File: config.mk
export PLATFORM = sky130hd
export DESIGN_NAME = iec104_sequence_tracker
export DESIGN_NICKNAME = d
export VERILOG_FILES = /design/src/design/iec104st_pkg.sv /design/src/design/iec104_sequence_tracker.sv /design/src/design/iec104st_ram.sv /design/src/design/iec104st_front.sv /design/src/design/iec104st_back.sv
export SDC_FILE = /design/constraint.sdc
export NUM_CORES = 2
export LEC_CHECK = 0
export BUFFER_PORTS_ARGS = -buffer_cell sky130_fd_sc_hd__buf_4
export CAP_MARGIN = 20
export CORE_ASPECT_RATIO = 0.9
export CORE_MARGIN = 3
export CORE_UTILIZATION = 35
export DETAILED_ROUTE_END_ITERATION = 10
export PLACE_DENSITY_LB_ADDON = 0.2
export SETUP_SLACK_MARGIN = 0.1
export SLEW_MARGIN = 20
export SYNTH_ARGS = -nofsm -noshare
export SYNTH_HDL_FRONTEND = slang
export SYNTH_SLANG_ARGS = --single-unit
export TNS_END_PERCENT = 30
File: constraint.sdc
create_clock -name clk -period 12 [get_ports clk]
set_input_delay 0.6 -clock clk [delete_from_list [all_inputs] [get_ports clk]]
set_output_delay 0.6 -clock clk [all_outputs]
set_load 0.01 [all_outputs]
File: src/design/iec104st_pkg.sv
// ----------------------------------------------------------------------------
// iec104st_pkg
// shared types, field widths and codes of the sequence tracker
// ----------------------------------------------------------------------------
package iec104st_pkg;

  localparam int SEQ_W = 15;
  localparam int OBS_W = 14;
  localparam int CNT_W = 32;
  localparam int UF_W  = 6;

  localparam logic [OBS_W-1:0] OBS_MAX = {OBS_W{1'b1}};
  localparam logic [CNT_W-1:0] CNT_MAX = {CNT_W{1'b1}};

  localparam logic       CMD_FRAME  = 1'b0;
  localparam logic       CMD_REPORT = 1'b1;

  localparam logic [1:0] KIND_U = 2'd0;
  localparam logic [1:0] KIND_I = 2'd1;
  localparam logic [1:0] KIND_S = 2'd2;

  localparam logic [2:0] UCODE_FIRST = 3'd1;
  localparam logic [2:0] UCODE_LAST  = 3'd6;

  localparam logic [1:0] RES_ACK     = 2'd0;
  localparam logic [1:0] RES_DIR     = 2'd1;
  localparam logic [1:0] RES_SUMMARY = 2'd2;

  // classified beat as it waits between front and back
  typedef struct packed {
    logic             report;
    logic [3:0]       dir;
    logic             iframe;
    logic             ack;
    logic [UF_W-1:0]  u_set;
    logic [SEQ_W-1:0] send_seq;
    logic [SEQ_W-1:0] recv_seq;
  } item_t;

  // one send table entry
  typedef struct packed {
    logic [SEQ_W-1:0] first_send;
    logic [SEQ_W-1:0] expected_send;
    logic [SEQ_W-1:0] last_send;
    logic [OBS_W-1:0] iframes;
  } send_rec_t;

  localparam int SEND_REC_W = $bits(send_rec_t);

  function automatic logic [CNT_W-1:0] sat_inc(input logic [CNT_W-1:0] v);
    sat_inc = (v == CNT_MAX) ? v : v + CNT_W'(1);
  endfunction

endpackage

File: src/design/iec104_sequence_tracker.sv
// ----------------------------------------------------------------------------
// iec104_sequence_tracker
// IEC 104 send and receive sequence monitor over a table of directions
// ----------------------------------------------------------------------------
// Takes parsed frames and report commands as input beats. A two-beat queue
// sits between the front end and the table engine, so new beats are taken
// while the engine works or a result waits. A frame goes through a table
// read in the engine, then update and acknowledgement. A report first takes
// the beat off the queue, then skips each inactive direction, reads, checks
// and emits each active direction, and ends with the summary, a walk set by
// the single read port of each direction table. Valid bits cover the tables,
// so there is no clearing pass after reset. Directions 2k and 2k+1 are peers;
// counters saturate.
module iec104_sequence_tracker #(
  parameter int NUM_DIRECTIONS = 16
) (
  input  logic        clk,
  input  logic        rst_n,
  input  logic        in_valid,
  output logic        in_stall,
  input  logic        in_command,
  input  logic [3:0]  in_direction,
  input  logic [1:0]  in_frame_kind,
  input  logic [2:0]  in_u_code,
  input  logic [14:0] in_send_seq,
  input  logic [14:0] in_recv_seq,
  output logic        out_valid,
  input  logic        out_stall,
  output logic [1:0]  out_result_kind,
  output logic [31:0] out_frame_count,
  output logic [31:0] out_gap_count,
  output logic [31:0] out_duplicate_count,
  output logic [5:0]  out_u_seen_flags,
  output logic [3:0]  out_dir_index,
  output logic [14:0] out_latest_send,
  output logic [14:0] out_highest_ack,
  output logic        out_ack_seen,
  output logic [13:0] out_outstanding,
  output logic        out_last
);
  import iec104st_pkg::*;

  logic  q_valid;
  logic  q_pop;
  item_t q_item;

  iec104st_front #(.NUM_DIRECTIONS(NUM_DIRECTIONS)) u_front (
    .clk           (clk),
    .rst_n         (rst_n),
    .in_valid      (in_valid),
    .in_stall      (in_stall),
    .in_command    (in_command),
    .in_direction  (in_direction),
    .in_frame_kind (in_frame_kind),
    .in_u_code     (in_u_code),
    .in_send_seq   (in_send_seq),
    .in_recv_seq   (in_recv_seq),
    .q_valid       (q_valid),
    .q_item        (q_item),
    .q_pop         (q_pop)
  );

  iec104st_back #(.NUM_DIRECTIONS(NUM_DIRECTIONS)) u_back (
    .clk                 (clk),
    .rst_n               (rst_n),
    .q_valid             (q_valid),
    .q_item              (q_item),
    .q_pop               (q_pop),
    .out_valid           (out_valid),
    .out_stall           (out_stall),
    .out_result_kind     (out_result_kind),
    .out_frame_count     (out_frame_count),
    .out_gap_count       (out_gap_count),
    .out_duplicate_count (out_duplicate_count),
    .out_u_seen_flags    (out_u_seen_flags),
    .out_dir_index       (out_dir_index),
    .out_latest_send     (out_latest_send),
    .out_highest_ack     (out_highest_ack),
    .out_ack_seen        (out_ack_seen),
    .out_outstanding     (out_outstanding),
    .out_last            (out_last)
  );

endmodule

File: src/design/iec104st_ram.sv
// ----------------------------------------------------------------------------
// iec104st_ram
// generic single write, single read ram with registered read data
// ----------------------------------------------------------------------------
module iec104st_ram #(
  parameter int WIDTH = 8,
  parameter int DEPTH = 16
) (
  input  logic                                    clk,
  input  logic                                    we,
  input  logic [((DEPTH > 1) ? $clog2(DEPTH) : 1)-1:0] waddr,
  input  logic [WIDTH-1:0]                        wdata,
  input  logic                                    re,
  input  logic [((DEPTH > 1) ? $clog2(DEPTH) : 1)-1:0] raddr,
  output logic [WIDTH-1:0]                        rdata
);

  logic [WIDTH-1:0] mem_r [DEPTH];
  logic [WIDTH-1:0] rdata_r;

  always_ff @(posedge clk) begin
    if (we) begin
      mem_r[waddr] <= wdata;
    end
    if (re) begin
      rdata_r <= mem_r[raddr];
    end
  end

  assign rdata = rdata_r;

endmodule

File: src/design/iec104st_front.sv
// ----------------------------------------------------------------------------
// iec104st_front
// accepts input beats, classifies them and queues them for the back end
// ----------------------------------------------------------------------------
module iec104st_front #(
  parameter int NUM_DIRECTIONS = 16
) (
  input  logic                 clk,
  input  logic                 rst_n,
  input  logic                 in_valid,
  output logic                 in_stall,
  input  logic                 in_command,
  input  logic [3:0]           in_direction,
  input  logic [1:0]           in_frame_kind,
  input  logic [2:0]           in_u_code,
  input  logic [14:0]          in_send_seq,
  input  logic [14:0]          in_recv_seq,
  output logic                 q_valid,
  output iec104st_pkg::item_t  q_item,
  input  logic                 q_pop
);
  import iec104st_pkg::*;

  localparam int AW = $clog2(NUM_DIRECTIONS);
  localparam int DW = (AW > 4) ? AW : 4;

  item_t       entry_r [2];
  logic        wptr_r, wptr_nxt;
  logic        rptr_r, rptr_nxt;
  logic [1:0]  count_r, count_nxt;
  logic        push;
  item_t       cls;
  logic [DW-1:0] dir_ext;
  logic        dir_ok, peer_ok, is_frame;

  // classification
  always_comb begin
    dir_ext  = DW'(in_direction);
    dir_ok   = {1'b0, dir_ext} < (DW+1)'(NUM_DIRECTIONS);
    peer_ok  = {1'b0, dir_ext ^ DW'(1)} < (DW+1)'(NUM_DIRECTIONS);
    is_frame = (in_command == CMD_FRAME);
    cls          = '0;
    cls.report   = (in_command == CMD_REPORT);
    cls.dir      = in_direction;
    cls.iframe   = is_frame && (in_frame_kind == KIND_I) && dir_ok;
    cls.ack      = is_frame && ((in_frame_kind == KIND_I) || (in_frame_kind == KIND_S))
                   && dir_ok && peer_ok;
    cls.send_seq = in_send_seq;
    cls.recv_seq = in_recv_seq;
    if (is_frame && (in_frame_kind == KIND_U) && (in_u_code >= UCODE_FIRST)
        && (in_u_code <= UCODE_LAST)) begin
      cls.u_set = UF_W'(1) << (in_u_code - UCODE_FIRST);
    end
  end

  assign in_stall = (count_r == 2'd2);
  assign push     = in_valid && !in_stall;
  assign q_valid  = (count_r != 2'd0);
  assign q_item   = entry_r[rptr_r];

  always_comb begin
    wptr_nxt  = wptr_r;
    rptr_nxt  = rptr_r;
    count_nxt = count_r;
    if (push) begin
      wptr_nxt = ~wptr_r;
    end
    if (q_pop) begin
      rptr_nxt = ~rptr_r;
    end
    case ({push, q_pop})
      2'b10:   count_nxt = count_r + 2'd1;
      2'b01:   count_nxt = count_r - 2'd1;
      default: count_nxt = count_r;
    endcase
  end

  always_ff @(posedge clk) begin
    if (!rst_n) begin
      wptr_r  <= 1'b0;
      rptr_r  <= 1'b0;
      count_r <= 2'd0;
    end else begin
      wptr_r  <= wptr_nxt;
      rptr_r  <= rptr_nxt;
      count_r <= count_nxt;
    end
  end

  always_ff @(posedge clk) begin
    if (push) begin
      entry_r[wptr_r] <= cls;
    end
  end

endmodule

File: src/design/iec104st_back.sv
// ----------------------------------------------------------------------------
// iec104st_back
// direction tables, global counters, report walk and result register
// ----------------------------------------------------------------------------
module iec104st_back #(
  parameter int NUM_DIRECTIONS = 16
) (
  input  logic                 clk,
  input  logic                 rst_n,
  input  logic                 q_valid,
  input  iec104st_pkg::item_t  q_item,
  output logic                 q_pop,
  output logic                 out_valid,
  input  logic                 out_stall,
  output logic [1:0]           out_result_kind,
  output logic [31:0]          out_frame_count,
  output logic [31:0]          out_gap_count,
  output logic [31:0]          out_duplicate_count,
  output logic [5:0]           out_u_seen_flags,
  output logic [3:0]           out_dir_index,
  output logic [14:0]          out_latest_send,
  output logic [14:0]          out_highest_ack,
  output logic                 out_ack_seen,
  output logic [13:0]          out_outstanding,
  output logic                 out_last
);
  import iec104st_pkg::*;

  localparam int AW = $clog2(NUM_DIRECTIONS);
  localparam int DW = (AW > 4) ? AW : 4;

  typedef enum logic [5:0] {
    S_IDLE  = 6'b000001,
    S_FUPD  = 6'b000010,
    S_RRD   = 6'b000100,
    S_RCHK  = 6'b001000,
    S_REMIT = 6'b010000,
    S_SUM   = 6'b100000
  } state_t;

  state_t                  state_r, state_nxt;
  item_t                   cur_r, cur_nxt;
  logic [AW-1:0]           idx_r, idx_nxt;
  logic [OBS_W-1:0]        maxo_r, maxo_nxt;
  logic [OBS_W-1:0]        est_r, est_nxt;
  logic [CNT_W-1:0]        frames_r, frames_nxt;
  logic [CNT_W-1:0]        gaps_r, gaps_nxt;
  logic [CNT_W-1:0]        dups_r, dups_nxt;
  logic [UF_W-1:0]         uflags_r, uflags_nxt;
  logic [NUM_DIRECTIONS-1:0] send_vld_r, send_vld_nxt;
  logic [NUM_DIRECTIONS-1:0] ack_vld_r, ack_vld_nxt;
  logic                    out_valid_r, out_valid_nxt;

  // result payload
  logic [1:0]              res_kind_r;
  logic [CNT_W-1:0]        res_frames_r, res_gaps_r, res_dups_r;
  logic [UF_W-1:0]         res_uflags_r;
  logic [3:0]              res_dir_r;
  logic [SEQ_W-1:0]        res_latest_r, res_ack_r;
  logic                    res_ack_seen_r;
  logic [OBS_W-1:0]        res_outst_r;
  logic                    res_last_r;

  logic                    load;
  logic [1:0]              ld_kind;
  logic [3:0]              ld_dir;
  logic [SEQ_W-1:0]        ld_latest, ld_ack;
  logic                    ld_ack_seen;
  logic [OBS_W-1:0]        ld_outst;
  logic                    ld_last;

  // table ports
  logic                    send_we, send_re, ack_we, ack_re;
  logic [AW-1:0]           send_waddr, send_raddr, ack_waddr, ack_raddr;
  logic [SEND_REC_W-1:0]   send_wdata, send_rdata;
  logic [SEQ_W-1:0]        ack_wdata, ack_rdata;

  logic [DW-1:0]           q_dir_ext, c_dir_ext, idx_ext;
  logic [AW-1:0]           q_saddr, q_paddr, c_saddr, c_paddr;
  logic                    out_free, idx_last;
  send_rec_t               rec, new_rec;
  logic                    rec_vld, ack_vld;
  logic [SEQ_W-1:0]        ack_cur, ahead, ack_dist, base, raw;
  logic                    gap_hit, dup_hit, ack_take;
  logic [OBS_W-1:0]        est;

  iec104st_ram #(.WIDTH(SEND_REC_W), .DEPTH(NUM_DIRECTIONS)) u_send_ram (
    .clk   (clk),
    .we    (send_we),
    .waddr (send_waddr),
    .wdata (send_wdata),
    .re    (send_re),
    .raddr (send_raddr),
    .rdata (send_rdata)
  );

  iec104st_ram #(.WIDTH(SEQ_W), .DEPTH(NUM_DIRECTIONS)) u_ack_ram (
    .clk   (clk),
    .we    (ack_we),
    .waddr (ack_waddr),
    .wdata (ack_wdata),
    .re    (ack_re),
    .raddr (ack_raddr),
    .rdata (ack_rdata)
  );

  always_comb begin
    q_dir_ext = DW'(q_item.dir);
    c_dir_ext = DW'(cur_r.dir);
    idx_ext   = DW'(idx_r);
    q_saddr   = q_dir_ext[AW-1:0];
    q_paddr   = q_saddr ^ AW'(1);
    c_saddr   = c_dir_ext[AW-1:0];
    c_paddr   = c_saddr ^ AW'(1);
    out_free  = !out_valid_r || !out_stall;
    idx_last  = (idx_r == AW'(NUM_DIRECTIONS - 1));
  end

  // entry view: frames look at the current beat, reports at the walk index
  always_comb begin
    if (state_r == S_FUPD) begin
      rec_vld = send_vld_r[c_saddr];
      ack_vld = ack_vld_r[c_paddr];
    end else begin
      rec_vld = send_vld_r[idx_r];
      ack_vld = ack_vld_r[idx_r];
    end
    rec     = rec_vld ? send_rec_t'(send_rdata) : '0;
    ack_cur = ack_vld ? ack_rdata : '0;

    // frame update
    ahead    = cur_r.send_seq - rec.expected_send;
    ack_dist = cur_r.recv_seq - ack_cur;
    gap_hit  = 1'b0;
    dup_hit  = 1'b0;
    new_rec  = rec;
    if (!rec_vld) begin
      new_rec.first_send    = cur_r.send_seq;
      new_rec.expected_send = cur_r.send_seq + SEQ_W'(1);
    end else if (cur_r.send_seq == rec.expected_send - SEQ_W'(1)) begin
      dup_hit = 1'b1;
    end else begin
      if (ahead != '0) begin
        gap_hit = !ahead[SEQ_W-1];
        dup_hit = ahead[SEQ_W-1];
      end
      new_rec.expected_send = cur_r.send_seq + SEQ_W'(1);
    end
    new_rec.last_send = cur_r.send_seq;
    new_rec.iframes   = (rec.iframes == OBS_MAX) ? rec.iframes : rec.iframes + OBS_W'(1);
    ack_take = cur_r.ack && (!ack_vld || !ack_dist[SEQ_W-1]);

    // outstanding estimate
    base = ack_vld ? ack_cur : rec.first_send;
    raw  = rec.last_send + SEQ_W'(1) - base;
    if (raw[SEQ_W-1]) begin
      est = '0;
    end else if (raw[OBS_W-1:0] < rec.iframes) begin
      est = raw[OBS_W-1:0];
    end else begin
      est = rec.iframes;
    end
  end

  always_comb begin
    state_nxt     = state_r;
    cur_nxt       = cur_r;
    idx_nxt       = idx_r;
    maxo_nxt      = maxo_r;
    est_nxt       = est_r;
    frames_nxt    = frames_r;
    gaps_nxt      = gaps_r;
    dups_nxt      = dups_r;
    uflags_nxt    = uflags_r;
    send_vld_nxt  = send_vld_r;
    ack_vld_nxt   = ack_vld_r;
    out_valid_nxt = out_valid_r && out_stall;
    q_pop         = 1'b0;
    send_we       = 1'b0;
    ack_we        = 1'b0;
    send_waddr    = c_saddr;
    ack_waddr     = c_paddr;
    send_wdata    = new_rec;
    ack_wdata     = cur_r.recv_seq;
    send_re       = 1'b0;
    ack_re        = 1'b0;
    send_raddr    = idx_r;
    ack_raddr     = idx_r;
    load          = 1'b0;
    ld_kind       = RES_ACK;
    ld_dir        = '0;
    ld_latest     = '0;
    ld_ack        = '0;
    ld_ack_seen   = 1'b0;
    ld_outst      = '0;
    ld_last       = 1'b0;

    case (state_r)
      S_IDLE: begin
        send_raddr = q_saddr;
        ack_raddr  = q_paddr;
        if (q_valid) begin
          q_pop   = 1'b1;
          cur_nxt = q_item;
          if (q_item.report) begin
            idx_nxt   = '0;
            maxo_nxt  = '0;
            state_nxt = S_RRD;
          end else begin
            send_re   = 1'b1;
            ack_re    = 1'b1;
            state_nxt = S_FUPD;
          end
        end
      end
      S_FUPD: begin
        if (out_free) begin
          frames_nxt = sat_inc(frames_r);
          uflags_nxt = uflags_r | cur_r.u_set;
          if (cur_r.iframe) begin
            send_we              = 1'b1;
            send_vld_nxt[c_saddr] = 1'b1;
            if (gap_hit) begin
              gaps_nxt = sat_inc(gaps_r);
            end
            if (dup_hit) begin
              dups_nxt = sat_inc(dups_r);
            end
          end
          if (ack_take) begin
            ack_we               = 1'b1;
            ack_vld_nxt[c_paddr] = 1'b1;
          end
          load          = 1'b1;
          ld_kind       = RES_ACK;
          ld_last       = 1'b1;
          out_valid_nxt = 1'b1;
          state_nxt     = S_IDLE;
        end
      end
      S_RRD: begin
        if (send_vld_r[idx_r]) begin
          send_re   = 1'b1;
          ack_re    = 1'b1;
          state_nxt = S_RCHK;
        end else if (idx_last) begin
          state_nxt = S_SUM;
        end else begin
          idx_nxt = idx_r + AW'(1);
        end
      end
      S_RCHK: begin
        est_nxt   = est;
        state_nxt = S_REMIT;
      end
      S_REMIT: begin
        if (out_free) begin
          load          = 1'b1;
          ld_kind       = RES_DIR;
          ld_dir        = idx_ext[3:0];
          ld_latest     = rec.last_send;
          ld_ack        = ack_cur;
          ld_ack_seen   = ack_vld;
          ld_outst      = est_r;
          out_valid_nxt = 1'b1;
          if (est_r > maxo_r) begin
            maxo_nxt = est_r;
          end
          if (idx_last) begin
            state_nxt = S_SUM;
          end else begin
            idx_nxt   = idx_r + AW'(1);
            state_nxt = S_RRD;
          end
        end
      end
      S_SUM: begin
        if (out_free) begin
          load          = 1'b1;
          ld_kind       = RES_SUMMARY;
          ld_outst      = maxo_r;
          ld_last       = 1'b1;
          out_valid_nxt = 1'b1;
          state_nxt     = S_IDLE;
        end
      end
      default: begin
        state_nxt = S_IDLE;
      end
    endcase
  end

  always_ff @(posedge clk) begin
    if (!rst_n) begin
      state_r     <= S_IDLE;
      idx_r       <= '0;
      maxo_r      <= '0;
      frames_r    <= '0;
      gaps_r      <= '0;
      dups_r      <= '0;
      uflags_r    <= '0;
      send_vld_r  <= '0;
      ack_vld_r   <= '0;
      out_valid_r <= 1'b0;
    end else begin
      state_r     <= state_nxt;
      idx_r       <= idx_nxt;
      maxo_r      <= maxo_nxt;
      frames_r    <= frames_nxt;
      gaps_r      <= gaps_nxt;
      dups_r      <= dups_nxt;
      uflags_r    <= uflags_nxt;
      send_vld_r  <= send_vld_nxt;
      ack_vld_r   <= ack_vld_nxt;
      out_valid_r <= out_valid_nxt;
    end
  end

  always_ff @(posedge clk) begin
    cur_r <= cur_nxt;
    est_r <= est_nxt;
    if (load) begin
      res_kind_r     <= ld_kind;
      res_frames_r   <= frames_nxt;
      res_gaps_r     <= gaps_nxt;
      res_dups_r     <= dups_nxt;
      res_uflags_r   <= uflags_nxt;
      res_dir_r      <= ld_dir;
      res_latest_r   <= ld_latest;
      res_ack_r      <= ld_ack;
      res_ack_seen_r <= ld_ack_seen;
      res_outst_r    <= ld_outst;
      res_last_r     <= ld_last;
    end
  end

  assign out_valid           = out_valid_r;
  assign out_result_kind     = res_kind_r;
  assign out_frame_count     = res_frames_r;
  assign out_gap_count       = res_gaps_r;
  assign out_duplicate_count = res_dups_r;
  assign out_u_seen_flags    = res_uflags_r;
  assign out_dir_index       = res_dir_r;
  assign out_latest_send     = res_latest_r;
  assign out_highest_ack     = res_ack_r;
  assign out_ack_seen        = res_ack_seen_r;
  assign out_outstanding     = res_outst_r;
  assign out_last            = res_last_r;

endmodule

==> impl.org <==
** Status
- Result of the run :: finished clean

** Timing
- Slew at the pin closest to its max-slew limit :: ~1.1 ns
- Setup repair after global routing left no endpoint under its margin.
- The routed design could run at a clock period as short as 8.02 ns.
- Based on the critical path, the design can be clocked at up to 125 MHz.
- The count of endpoints failing hold in the final timing report was 0.
- The number of max-slew violations in the final report was 0.
- Worst Clk Skew :: roughly 0.026 ns
- Final-layout setup total negative slack :: 0 ns
- Rel. slew slack :: 24.9%
- # setup viols final :: 0
- After layout, the worst path uses between 60% and 70% of the clock period.

** Critical path
- Max stage delay cell, worst path :: sky130_fd_sc_hd__a21oi_1
- Walking the worst path, the cells encountered are mux4_2 > mux2_2 > and3_4 > or4_4 > and2_1 > inv_1 > ha_1 > xnor2_1 > nand3_1 > or4_1 > a2111oi_0 > a311oi_1 > a2111oi_2 > nand3_2 > a21oi_1.
- Critical path data required time :: roughly 12 ns
- The largest single stage delay on the critical path is 1.17 ns.
- The worst setup path is of the reg -> reg kind.
- Highest fanout seen on the critical path :: 29
- STA puts the critical path data arrival time at 8.46 ns.
- Startpoint types :: register
- Critical Path Sink Type :: register

** Clocking
- Root buffer cell :: sky130_fd_sc_hd__clkbuf_16
- Clock-pin slew was measured on the worst setup and hold paths at ~0.060 ns.
- CTS sink count :: 1718
- No sink is reached through more buffers than the 3 on the longest clock path.
- Buffers inserted during clock tree synthesis total 177.
- Post-CTS setup buffer count :: 0
- The H-tree generated during clock tree synthesis spans 4 levels.
- TritonCTS built the clock tree.
- At the later pin of the worst-skew pair, clock insertion delay measures 0.81 ns.

** Detailed routing
- The first TritonRoute pass finished after 7 iterations.
- Wires add up to 182000 um.
- Number of design-rule violations left by the first detailed-router iteration :: 3325
- Via-to-Cell Ratio :: about 5.2
- Dividing the detail-routed wire length by the instance count gives 25.7 um.
- Remaining design rule violation count :: 0
- Post-DRT Antenna Nets :: 0
- Vias after detailed routing :: 37.0k

** Die
- Die Height :: approximately 430 um
- I/O pin cnt :: 200
- Width of the die :: approximately 480 um
- Once the floorplan was initialized, standard cells occupied 35.4% of the core.
- Core footprint :: 0.197 sq mm
- The die covers 0.205 sq mm.
- After floorplanning, the core was divided into between 150 and 200 placement rows.

** Layout
- Non-filler cells, final :: 7071
- Multi-input gate area :: 0.0193 sq mm
- Number of nets in the finished design :: 4413
- Relative area change from synthesis to final layout :: 16.3%
- Fraction of layout instances using a drive strength above 1 :: 22.8%
- Counting the fill cells in the layout gives 17.7k.
- FF/Latch Area :: roughly 0.05 sq mm

** Job
- Across the run, the number of max-cap violations was 0.

** Place
- Placed insts :: ~6.7k
- Number of I/O port buffers :: roughly 200
- The HPWL after detailed placement is 105000 um.
- Routability cong. :: around 0.8

** Power and ir drop
- Power spread over the standard cell area amounts to around 230 mW/mm^2.
- Maximum vdd ir drop :: roughly 0.0002 V
- Leakage :: 0.0273 uW

** Logic synthesis
- Summing the areas of all and, or, nand and nor instances in the mapped netlist gives 6.51% of the synthesized area.
- After synthesis, the share of cell area in mux cells is between 10% and 20%.
- Of all cell types, the one taking the most synthesized area is sky130_fd_sc_hd__edfxtp_1.
- Synth Register Bits :: 1718
- For this run, the leading register cell type out of synthesis is sky130_fd_sc_hd__edfxtp_1.
- Yosys warning total :: 0
- Area share of fa/ha/maj cells after synthesis :: 1.68%
- Combinational family with the most area after synthesis :: multiplexers
- Count of mapped cells out of synthesis :: just under 4k
- Compound-Gate Fraction of Synth Area :: under 10%
- Fraction of registers with async set/reset :: 0%
- After synthesis, the mean cell area works out to approximately 18 sq um.
- Xor/xnor cell area share of the yosys netlist :: 1.95%
- After synthesis, flip-flops and latches occupy 71.6% of the total area.
- In this run, synthesis inferred 1554 flip-flops with an integrated enable.
- Post-Synthesis Cell Area :: 0.0698 sq mm
- By area the synthesized netlist is led by sky130_fd_sc_hd__edfxtp_1 (67%), sky130_fd_sc_hd__mux4_2 (10%), sky130_fd_sc_hd__dfxtp_1 (4.7%), sky130_fd_sc_hd__mux2i_1 (1.9%), sky130_fd_sc_hd__ha_1 (1.7%).
- The number of different library cells used by synthesis comes to slightly above 80.
- The top cell type by area accounts for 66.9% of the synthesized area.
- The number of nets in the synthesized netlist is 4102.

** GRT
- First-pass GRT wire length :: 266000 um
- Number of antenna violations at the first check in global routing :: 6
- Global routing usage summed across all routing layers :: 17.6%
- Summed over all layers, the global routing overflow is 0.
- Pin count of the biggest net entering global routing :: between 100 and 150
- Number of global-route vias before repair :: 37.5k

** Worst hold path
- The tightest min-delay check is of the in -> reg type.
## power breakdown
group	switching, uW	internal [uW]
logic	3130	2210
registers	388	7440
clock network	2330	3110
total	5850	12800
## stage by stage
stage | power, uW | cell area (sq um) | util (%) | setup slack [ns] | hold slack (ns)
after floorplan | 11500 | 69800 | - | 5.03 | 0.452
after global placement | 13300 | 75000 | 38.1 | 4.30 | 0.464
after detailed placement | 13400 | 75000 | 38.1 | 4.07 | 0.474
after CTS | 18800 | 81000 | 41.2 | 4.05 | 0.0561
after global routing | 19500 | 81100 | 41.2 | 3.46 | 0.0807
final | 18600 | 81100 | 41.2 | 3.98 | 0.126
## worst max-delay path, delay by kind of cell (launching register included)
| kind | cells | cell delay (ns) |
|---|---|---|
| fa+ha+maj | 1 | 0.51 |
| buf+inv | 1 | 0.06 |
| xor+xnor | 1 | 0.25 |
| compound gates | 4 | 2.46 |
| flops | 1 | 0.89 |
| mux | 2 | 0.90 |
| simple gates | 6 | 2.52 |
## registers in the layout, indices dropped and copies added, names as in the netlist, 32 cells and up, named ones only
name	count
u_back.dups_r	32
u_back.out_gap_count	32
u_back.u_ack_ram.mem_r	240
u_back.out_frame_count	32
u_back.out_duplicate_count	32
u_front.entry_r	86
u_back.frames_r	32
u_back.u_send_ram.rdata	59
u_back.gaps_r	32
u_back.u_send_ram.mem_r	944
## cells in the mapped netlist, types with 6 or more instances
| master | number |
|---|---|
| sky130_fd_sc_hd__xor2_1 | 35 |
| sky130_fd_sc_hd__mux2_2 | 50 |
| sky130_fd_sc_hd__nand4_1 | 39 |
| sky130_fd_sc_hd__nor2b_1 | 92 |
| sky130_fd_sc_hd__o21ai_0 | 35 |
| sky130_fd_sc_hd__a22o_1 | 28 |
| sky130_fd_sc_hd__mux2i_1 | 135 |
| sky130_fd_sc_hd__or4_1 | 7 |
| sky130_fd_sc_hd__mux4_2 | 312 |
| sky130_fd_sc_hd__nor2_1 | 136 |
| sky130_fd_sc_hd__clkbuf_1 | 145 |
| sky130_fd_sc_hd__or3_1 | 12 |
| sky130_fd_sc_hd__nand3_1 | 53 |
| sky130_fd_sc_hd__o211ai_1 | 6 |
| sky130_fd_sc_hd__a21boi_0 | 14 |
| sky130_fd_sc_hd__nand2b_1 | 66 |
| sky130_fd_sc_hd__inv_1 | 54 |
| sky130_fd_sc_hd__a211oi_1 | 78 |
| sky130_fd_sc_hd__xnor2_1 | 120 |
| sky130_fd_sc_hd__and4_1 | 16 |
| sky130_fd_sc_hd__buf_2 | 7 |
| sky130_fd_sc_hd__and3_1 | 40 |
| sky130_fd_sc_hd__or2_2 | 7 |
| sky130_fd_sc_hd__nand2_1 | 149 |
| sky130_fd_sc_hd__dfxtp_1 | 164 |
| sky130_fd_sc_hd__nand3b_1 | 6 |
| sky130_fd_sc_hd__a21oi_1 | 139 |
| sky130_fd_sc_hd__o21a_1 | 27 |
| sky130_fd_sc_hd__nor4_1 | 31 |
| sky130_fd_sc_hd__buf_1 | 48 |
| sky130_fd_sc_hd__ha_1 | 92 |
| sky130_fd_sc_hd__edfxtp_1 | 1554 |
| sky130_fd_sc_hd__a21o_1 | 30 |
| sky130_fd_sc_hd__a31oi_1 | 8 |
| sky130_fd_sc_hd__nor3_1 | 18 |
| sky130_fd_sc_hd__and2_1 | 129 |
## cell type report
type / instances / area share (%)
antenna: 2 / 0.00617
clock buffer: 223 / 5.80
clock inverter: 97 / 1.22
inverter: 55 / 0.254
multi-input combinational: 1988 / 23.8
sequential: 1718 / 61.6
tap: 2652 / 4.09
timing repair buffer: 336 / 3.31
## worst paths after layout
kind                                           from                                   endpoint  slack [ns]  cells after the start
setup / recovery     u_back.idx_ext[0]$_SDFFE_PN0P_  u_back.u_send_ram.mem_r[15][35]$_DFFE_PP_        3.98                     15
hold / removal                         in_u_code[2]           u_front.entry_r[0][32]$_DFFE_PP_        0.13                      2
setup reg to reg     u_back.idx_ext[0]$_SDFFE_PN0P_  u_back.u_send_ram.mem_r[15][35]$_DFFE_PP_        3.98                     15
hold reg to reg   u_back.ack_vld_r[14]$_SDFFE_PN0P_          u_back.ack_vld_r[14]$_SDFFE_PN0P_        0.49                      1
## layer usage
layer  wire length, um  global-route usage (%)  up-vias
met5                 0                       0        -
met4              3290                    3.86        0
met3              8330                    2.61      226
met2             85100                    28.1      957
met1             85200                    25.4    19500
li1                  -                       -    16300
## what timing repair did
action,CTS,global route
resized for setup,0,0
hold endpoints to repair,70,0
hold buffers,35,0
## cells in the final DEF (no fill, tap or decap), drive strengths merged, types with 28 or more instances in the layout
cell type,synthesis,layout
edfxtp,1554,1554
mux4,312,312
buf,58,301
clkbuf,146,223
dfxtp,164,164
nand2,149,149
a21oi,140,140
nor2,137,137
mux2i,135,135
and2,129,129
xnor2,120,120
nor2b,92,92
ha,92,92
a211oi,79,79
clkinv,1,72
nand2b,66,66
inv,54,64
nand3,58,58
mux2,51,51
and3,41,41
nand4,40,40
o21ai,35,35
dlygate4sd3,0,35
xor2,35,35
nor4,32,32
a21o,30,30
a22o,28,28
## logic make-up after synthesis
logic type / count (synthesis)
AO/OA/AOI/OAI: 414
adder cells (fa/ha/maj): 93
AND/OR/NAND/NOR: 828
buffers and inverters: 259
XOR/XNOR: 155
multiplexers: 498
flip-flops: 1718
(Power assumes the default switching activity.)
